<file path="src/des_ks_pkg.sv">
`timescale 1ns / 1ps

package des_ks_pkg;

  localparam int unsigned KEY_W   = 64;
  localparam int unsigned CD_W    = 56;
  localparam int unsigned HALF_W  = 28;
  localparam int unsigned SUBKEY_W = 48;
  localparam int unsigned ROUND_W = 4;

  localparam logic [ROUND_W-1:0] LAST_ROUND = 4'd15;

  // bit r set where round r rotates by two places, clear where by one
  localparam logic [15:0] ROT_TWO = 16'h7CFC;

  // key permutation that drops the parity bits, entries numbered from 1 at the msb of the key
  localparam logic [6:0] PC1_TAB [56] = '{
    7'd57, 7'd49, 7'd41, 7'd33, 7'd25, 7'd17, 7'd9,
    7'd1,  7'd58, 7'd50, 7'd42, 7'd34, 7'd26, 7'd18,
    7'd10, 7'd2,  7'd59, 7'd51, 7'd43, 7'd35, 7'd27,
    7'd19, 7'd11, 7'd3,  7'd60, 7'd52, 7'd44, 7'd36,
    7'd63, 7'd55, 7'd47, 7'd39, 7'd31, 7'd23, 7'd15,
    7'd7,  7'd62, 7'd54, 7'd46, 7'd38, 7'd30, 7'd22,
    7'd14, 7'd6,  7'd61, 7'd53, 7'd45, 7'd37, 7'd29,
    7'd21, 7'd13, 7'd5,  7'd28, 7'd20, 7'd12, 7'd4
  };

  // subkey bit selection, entries numbered from 1 at the msb of c:d
  localparam logic [5:0] PC2_TAB [48] = '{
    6'd14, 6'd17, 6'd11, 6'd24, 6'd1,  6'd5,
    6'd3,  6'd28, 6'd15, 6'd6,  6'd21, 6'd10,
    6'd23, 6'd19, 6'd12, 6'd4,  6'd26, 6'd8,
    6'd16, 6'd7,  6'd27, 6'd20, 6'd13, 6'd2,
    6'd41, 6'd52, 6'd31, 6'd37, 6'd47, 6'd55,
    6'd30, 6'd40, 6'd51, 6'd45, 6'd33, 6'd48,
    6'd44, 6'd49, 6'd39, 6'd56, 6'd34, 6'd53,
    6'd46, 6'd42, 6'd50, 6'd36, 6'd29, 6'd32
  };

  function automatic logic [CD_W-1:0] pc1(input logic [KEY_W-1:0] key);
    logic [CD_W-1:0] r;
    logic [5:0]      pos;
    r = '0;
    for (int i = 0; i < 56; i++) begin
      pos = 6'(7'd64 - PC1_TAB[i]);
      r[CD_W-1-i] = key[pos];
    end
    return r;
  endfunction

  function automatic logic [SUBKEY_W-1:0] pc2(input logic [CD_W-1:0] cd);
    logic [SUBKEY_W-1:0] r;
    logic [5:0]          pos;
    r = '0;
    for (int i = 0; i < 48; i++) begin
      pos = 6'd56 - PC2_TAB[i];
      r[SUBKEY_W-1-i] = cd[pos];
    end
    return r;
  endfunction

  function automatic logic [HALF_W-1:0] rotl28(input logic [HALF_W-1:0] v,
                                               input logic two);
    return two ? {v[HALF_W-3:0], v[HALF_W-1:HALF_W-2]}
               : {v[HALF_W-2:0], v[HALF_W-1]};
  endfunction

endpackage

</file>
<file path="src/des_ks_round.sv">
`timescale 1ns / 1ps

module des_ks_round
  import des_ks_pkg::*;
(
  input  logic [HALF_W-1:0]   c,
  input  logic [HALF_W-1:0]   d,
  input  logic                two_shift,
  output logic [HALF_W-1:0]   c_rot,
  output logic [HALF_W-1:0]   d_rot,
  output logic [SUBKEY_W-1:0] subkey
);

  assign c_rot  = rotl28(c, two_shift);
  assign d_rot  = rotl28(d, two_shift);
  assign subkey = pc2({c_rot, d_rot});

endmodule

</file>
<file path="src/des_key_schedule_top.sv">
`timescale 1ns / 1ps

// Key schedule with DES PC-1 and PC-2: each key accepted on the input channel
// yields its sixteen 48-bit round subkeys, one per transaction on the output
// channel, round 0 first, with last_key set on round 15. Parity bits of the key
// are ignored. One rotate and PC-2 stage is stepped once per round by a 4-bit
// round counter, so one subkey leaves per cycle while the output is not stalled.
// The first subkey reaches the output register after the key halves are loaded
// into c and d and the output is ready, and the next key is taken in the cycle
// that the sixteenth subkey is produced, so back-to-back keys stream with no gap.
module des_key_schedule_top
  import des_ks_pkg::*;
(
  input  logic                clk,
  input  logic                rst,
  input  logic                in_valid,
  output logic                in_stall,
  input  logic [KEY_W-1:0]    key_in,
  output logic                out_valid,
  input  logic                out_stall,
  output logic [ROUND_W-1:0]  round_index,
  output logic [SUBKEY_W-1:0] round_key,
  output logic                last_key
);

  logic                busy;
  logic [ROUND_W-1:0]  round;
  logic [HALF_W-1:0]   c;
  logic [HALF_W-1:0]   d;
  logic [HALF_W-1:0]   c_rot;
  logic [HALF_W-1:0]   d_rot;
  logic [SUBKEY_W-1:0] subkey;
  logic [CD_W-1:0]     key56;
  logic                out_ready;
  logic                gen_fire;
  logic                run_end;
  logic                in_take;

  assign key56     = pc1(key_in);
  assign out_ready = !out_valid || !out_stall;
  assign gen_fire  = busy && out_ready;
  assign run_end   = gen_fire && (round == LAST_ROUND);
  assign in_stall  = busy && !run_end;
  assign in_take   = in_valid && !in_stall;

  des_ks_round u_round (
    .c         (c),
    .d         (d),
    .two_shift (ROT_TWO[round]),
    .c_rot     (c_rot),
    .d_rot     (d_rot),
    .subkey    (subkey)
  );

  always_ff @(posedge clk) begin
    if (rst) begin
      busy  <= 1'b0;
      round <= '0;
    end else if (in_take) begin
      busy  <= 1'b1;
      round <= '0;
    end else if (run_end) begin
      busy  <= 1'b0;
    end else if (gen_fire) begin
      round <= round + 1'b1;
    end
  end

  // c and d hold the halves already rotated up to the current round
  always_ff @(posedge clk) begin
    if (in_take) begin
      c <= key56[CD_W-1:HALF_W];
      d <= key56[HALF_W-1:0];
    end else if (gen_fire) begin
      c <= c_rot;
      d <= d_rot;
    end
  end

  always_ff @(posedge clk) begin
    if (rst) begin
      out_valid <= 1'b0;
    end else if (gen_fire) begin
      out_valid <= 1'b1;
    end else if (!out_stall) begin
      out_valid <= 1'b0;
    end
  end

  always_ff @(posedge clk) begin
    if (gen_fire) begin
      round_index <= round;
      round_key   <= subkey;
      last_key    <= (round == LAST_ROUND);
    end
  end

endmodule

</file>
<file path="config.mk">
export PLATFORM = sky130hd
export DESIGN_NAME = des_key_schedule_top
export DESIGN_NICKNAME = d
export VERILOG_FILES = /design/src/des_ks_pkg.sv /design/src/des_ks_round.sv /design/src/des_key_schedule_top.sv
export SDC_FILE = /design/constraint.sdc
export NUM_CORES = 1
export LEC_CHECK = 0
export ABC_AREA = 1
export ABC_CLOCK_PERIOD_IN_PS = 8200
export BUFFER_PORTS_ARGS = -buffer_cell sky130_fd_sc_hd__buf_2
export CORE_AREA = 2 2 115 140
export CTS_CLUSTER_DIAMETER = 50
export CTS_CLUSTER_SIZE = 25
export DETAILED_ROUTE_END_ITERATION = 7
export DIE_AREA = 0 0 117 142
export HOLD_SLACK_MARGIN = 0.15
export PLACE_DENSITY = 0.56
export SYNTH_ARGS = -nofsm -noshare
export SYNTH_HDL_FRONTEND = slang
export SYNTH_HIERARCHICAL = 1
export SYNTH_SLANG_ARGS = --single-unit
</file>
<file path="constraint.sdc">
create_clock -name clk -period 8.2 [get_ports clk]
set_input_delay 0.41 -clock clk [delete_from_list [all_inputs] [get_ports clk]]
set_output_delay 0.41 -clock clk [all_outputs]
set_load 0.05 [all_outputs]
</file>
After elaboration in Yosys (flattened, before gate mapping)

Memory sizes are Yosys's and may differ from the RTL's. A register that Yosys moved wholly into a read port is not among the register bits.
Cells that the tools add are included.

$add $sub $neg: 1
Multipliers: 0
Divide/modulo/power cells: 0
$lt $le $gt $ge: 1
Equal/unequal tests: 2
Shift operators: 0
Muxes and demuxes: 13
Bitwise logic cells: 1
Reduce and logical (&&, ||, !) cells: 13

Operators by type and width:

| operator                                            | count |
|---|---|
| two-way mux 28 bit                                  | 6 |
| two-way mux 4 bit                                   | 2 |
| < comparator 4 x 5 -> 1 bit (second input constant) | 1 |
| two-way mux 1 bit                                   | 5 |
| adder 4 x 1 -> 4 bit (second input constant)        | 1 |
| equality test 4 bit (second input constant)         | 1 |
| logical AND 1 bit                                   | 4 |
| logical NOT 1 bit                                   | 4 |
| nonzero test 2 bit                                  | 2 |
| != test 2 x 1 -> 1 bit (second input constant)      | 1 |
| AND reduction 2 bit                                 | 1 |
| OR reduction 2 bit                                  | 1 |
| logical OR 1 bit                                    | 1 |
| NOT 1 bit                                           | 1 |

Bits in registers: 115
Bits in latches: 0
Memory bits (writable): 0
Bits in read-only memories: 16
Bits of input ports: 68
Output and inout bits: 55
Logic and storage cells: 40
Memories: 1

Memory list:

| name             | depth | width | read ports | clocked after memory_dff | write ports | line                       | RTL |
|---|---|---|---|---|---|---|---|
| (name not given) | 16    | 1     | 1          | 1                        | 0           | des_key_schedule_top.sv:49 | `.two_shift (ROT_TWO[round]),` |

Logic depth before layout (Yosys ltp)

Depth after elaboration: 10
Gate-level depth with buffers: 11
Mapped depth without buffers: 11

Modules after synthesis

The synthesis kept the hierarchy.

By module, submodules not included:

| module               | instances | cells each | area an instance (um^2) | seq. area each (um^2) |
|---|---|---|---|---|
| des_key_schedule_top | 1         | 348        | 4,426.7                 | 3,413.3 |
| des_ks_round         | 1         | 229        | 1,109.8                 | 0.0 |

Least setup slack after synthesis

No wires, ideal clock.

Kind: reg2reg
Start: reg out_valid
End: reg c[0], enable pin
Setup time: 0.639 ns
Arrival time: 2.213 ns
Data required time: 7.561 ns
Slack: 5.348 ns
Stages on the path, launching flop included: 7
Path buffers: 1
Period minus slack after synthesis: 2.852 ns
Cells stage by stage: dfxtp_1 nand2_1 nand2_1 nand2_2 nand2_2 buf_2 nand2_1

Cells in the longest elaborated chain, start to end: 9

RTL lines:

| element                        | line                       | RTL |
|---|---|---|
| start: declaration             | des_key_schedule_top.sv:19 | `output logic out_valid,` |
| start signal: assignment       | des_key_schedule_top.sv:82 | `out_valid <= 1'b0;` |
| start signal: assignment       | des_key_schedule_top.sv:84 | `out_valid <= 1'b1;` |
| start signal: assignment       | des_key_schedule_top.sv:86 | `out_valid <= 1'b0;` |
| logical NOT 1 bit *            | des_key_schedule_top.sv:40 | `assign out_ready = !out_valid \|\| !out_stall;` |
| logical OR 1 bit *             | des_key_schedule_top.sv:40 |  |
| logical AND 1 bit *            | des_key_schedule_top.sv:41 | `assign gen_fire = busy && out_ready;` |
| logical AND 1 bit              | des_key_schedule_top.sv:42 | `assign run_end = gen_fire && (round == LAST_ROUND);` |
| logical NOT 1 bit              | des_key_schedule_top.sv:43 | `assign in_stall = busy && !run_end;` |
| logical AND 1 bit              | des_key_schedule_top.sv:43 |  |
| logical NOT 1 bit              | des_key_schedule_top.sv:44 | `assign in_take = in_valid && !in_stall;` |
| logical AND 1 bit              | des_key_schedule_top.sv:44 |  |
| nonzero test 2 bit (no line) * | --                         |  |
| end signal: assignment         | des_key_schedule_top.sv:72 | `c <= key56[CD_W-1:HALF_W];` |
| end signal: assignment         | des_key_schedule_top.sv:75 | `c <= c_rot;` |
| end: declaration               | des_key_schedule_top.sv:28 | `logic [HALF_W-1:0] c;` |

Every way passes the cells marked *; elsewhere a longest branch is shown, timed or not.
A chain may end at the register's enable or synchronous reset.

Worst setup path in the final report

Start: reg round[0]
End: reg c[20], enable pin

Cells in the longest elaborated chain, start to end: 7

RTL lines:

| element                      | line                       | RTL |
|---|---|---|
| start: declaration           | des_key_schedule_top.sv:27 | `logic [ROUND_W-1:0] round;` |
| start signal: assignment     | des_key_schedule_top.sv:65 | `round <= round + 1'b1;` |
| equality test 4 bit          | des_key_schedule_top.sv:42 |  |
| logical AND 1 bit            | des_key_schedule_top.sv:42 |  |
| logical NOT 1 bit            | des_key_schedule_top.sv:43 |  |
| logical AND 1 bit            | des_key_schedule_top.sv:43 |  |
| logical NOT 1 bit            | des_key_schedule_top.sv:44 |  |
| logical AND 1 bit            | des_key_schedule_top.sv:44 |  |
| nonzero test 2 bit (no line) | --                         |  |

No other way between the ends.

==> impl_metrics.tcl <==
set metrics [dict create \
    firstDrtPassIters 4 \
    p_seq_share_pct 42.3 \
    r2r_start "round[0]" \
    hold_viol 0 \
    fin_crit_ps 3329 \
    drt_wl_total_um 11870 \
    p_int_uw 1336 \
    start_util_pct 36.12 \
    hold_end "busy" \
    grt_max_degree 60 \
    gp_congestion 0.7743 \
    cp_common_cell "nand2_2" \
    insertedDiodeCount 0 \
    tritoncts "built" \
    routedWlPerCell_um 13.87 \
    startpoint_type "flip-flop" \
    hold_buffers 0 \
    drive_above_1_share_pct 23.46 \
    syn_to_final_growth_pct 16.32 \
    cts_num_sinks 116 \
    worst_ep_required_time_ps 8260 \
    synth.net_count 646 \
    ant_nets 0 \
    crit_path_max_fanout 59 \
    syn_avg_cell_area_sq_um 9.595 \
    power.leakage_uw 0.002959 \
    pwr-share-comb_pct 13.8 \
    htreeDepth 4 \
    layout.cells.most_common "nand2_1" \
    power.density_nw_per_um2 281.1 \
    finalSetupViolCount 0 \
    worstMarginPinSlew_ps 1145 \
    ios 123 \
    crit_path_end_kind "flip-flop" \
    dp_cells 825 \
    slowest_delay_ps 830 \
    post_cts_resized 0 \
    grt_antenna_before_repair 0 \
    clk_latency_ps 410 \
    cp_cell_sequence "ha_1, nand2_1, nor2_2, nand2_1, nand2_2, nand2_2, nand2_2, buf_4" \
    die_area_sq_um 16610 \
    drcViolationCount 0 \
    synth_area_sq_um 5537 \
    grt_pass1_vias 3653 \
    drtIter0Drc 273 \
    ys_seq_area_share_pct 61.65 \
    ff2ff_path_depth 8 \
    hpwl_um 7240 \
    regToRegEndpoint "c[20]" \
    maxCapViolations 0 \
    swShare_pct 26.17 \
    die_h_um 142 \
    grt-ovfl-total 0 \
    slew-limit-headroom_pct 23.42 \
    power_uw 1810 \
    hp-start "rst" \
    hold_class "in2reg" \
    mostFrequentLayoutCells "nand2_1, buf_2, edfxtp_1" \
    final_nets 705 \
    syn_inst 577 \
    grt_first_pass_wirelength_um 18710 \
    dpl_cell_area_sq_um 5819 \
    core_sq_um 15330 \
    power_frac_clock_pct 43.9 \
    peakVddDrop_mv 0.1154 \
    post-route-cell-area_sq_um 6440 \
    final_cells 856 \
    fmax_ghz 0.3004 \
    yosysUniqueCellTypes 18 \
    synth_warnings 6 \
    final-max-slew-violation-count 0 \
    finalSetupTns_ps 0 \
    synth_seq_cells 116 \
    vias 3887 \
    io_buffer_count 114 \
    fin_util_pct 42.02 \
    holdPathStages 2 \
    cts_buffers 17 \
    cts_setup_buffers 0 \
    die_w_um 117 \
    placementRows 50 \
    switchingPower_uw 473.6 \
    critPathKind "reg2reg" \
    cp_data_arrival_time_ps 3390 \
    vias_per_cell 4.541 \
    fin_skew_ps 7.317 \
    outcome "finished clean" \
    grt_usage_pct 14.82 \
    rsz0062_at_grt "false" \
    r2r_slack_ps 4870 \
    cts_root_buffer "clkbuf_16" \
    crit_path_top_delay_cell "nand2_2" \
    fin_crit_sh_pct 40.59 \
    clock_path_buffers 2 \
    path_clk_slew_ps 50 \
]
## synthesized netlist by cell type
| library cell | instances | area share, % |
|---|---|---|
| a21oi_1 | 3 | 0.27 |
| a31o_2 | 1 | 0.16 |
| dfxtp_1 | 7 | 2.5 |
| nand3_1 | 59 | 5.3 |
| nand2_1 | 301 | 20 |
| buf_6 | 11 | 2.2 |
| ha_1 | 1 | 0.23 |
| edfxtp_1 | 109 | 59 |
| nor2_1 | 4 | 0.27 |
| inv_2 | 1 | 0.068 |
| o21ai_0 | 2 | 0.18 |
| buf_4 | 53 | 7.2 |
| nor2_2 | 1 | 0.11 |
| clkbuf_1 | 8 | 0.54 |
| buf_2 | 6 | 0.54 |
| nand4_1 | 1 | 0.11 |
| nand2_2 | 2 | 0.23 |
| inv_1 | 7 | 0.47 |
## worst max-delay path, delay by kind of cell (launching register included)
| kind | cells | cell delay (ps) |
|---|---|---|
| fa+ha+maj | 1 | 230 |
| buf+inv | 1 | 470 |
| flops | 1 | 410 |
| simple gates | 6 | 1840 |
## layer usage
metal	routed length (um)	GRT usage, %	share of wire, %	vias to the layer above
met2	5802	24.19	49	122
li1	-	-	-	1963
met4	214	6.254	1.8	0
met1	5219	18.99	44	1785
met5	0	0	0	-
met3	635	3.152	5.3	17
## worst max path at each step
| stage | start | end | depth (start not counted) |
|---|---|---|---|
| 2_1_floorplan | out_valid | c[0] | 6 |
| 3_3_place_gp | round[0] | c[17] | 8 |
| 3_5_place_dp | round[0] | c[17] | 8 |
| 4_1_cts | round[0] | c[15] | 8 |
| 5_1_grt | round[0] | c[23] | 8 |
| 6_report | round[0] | c[20] | 8 |
## state kept, by name (all words and copies together) (netlist names), named ones only
signal / flops
round_key: 48
last_key: 1
busy: 1
d: 28
round: 4
c: 28
round_index: 4
out_valid: 1
## metrics by stage
stage / hold WS, ps / setup slack (ps)
after floorplan: 451.3 / 5348
after global placement: 487.7 / 4921
after detailed placement: 498.3 / 4821
after CTS: 169.7 / 4818
after global routing: 169.7 / 4466
final: 184.8 / 4871
## cells by family after synthesis
family,share of synthesized area [%]
AND/OR/NAND/NOR,26.46
adder cells (fa/ha/maj),0.2260
buffers and inverters,11.05
AO/OA/AOI/OAI,0.6101
flip-flops,61.65
## power by group through the flow
stage / Clock [uW] / Sequential (uW) / Combinational [uW]
6_report: 794 / 766 / 250
5_1_grt: 832 / 774 / 277
4_1_cts: 807 / 766 / 255
3_5_place_dp: 0 / 777 / 254
3_3_place_gp: 0 / 776 / 250
2_1_floorplan: 0 / 851 / 157
## area by class of cell
type | count | area [sq um]
Tap cell | 208 | 260.3
Clock buffer | 20 | 436.7
Fill cell | 1501 | 8887
Inverter | 8 | 30.03
Timing Repair Buffer | 118 | 600.6
Sequential cell | 116 | 3415
Multi-Input combinational cell | 375 | 1514
Clock inverter | 11 | 183.9
Power figures use the tool's default switching activity.
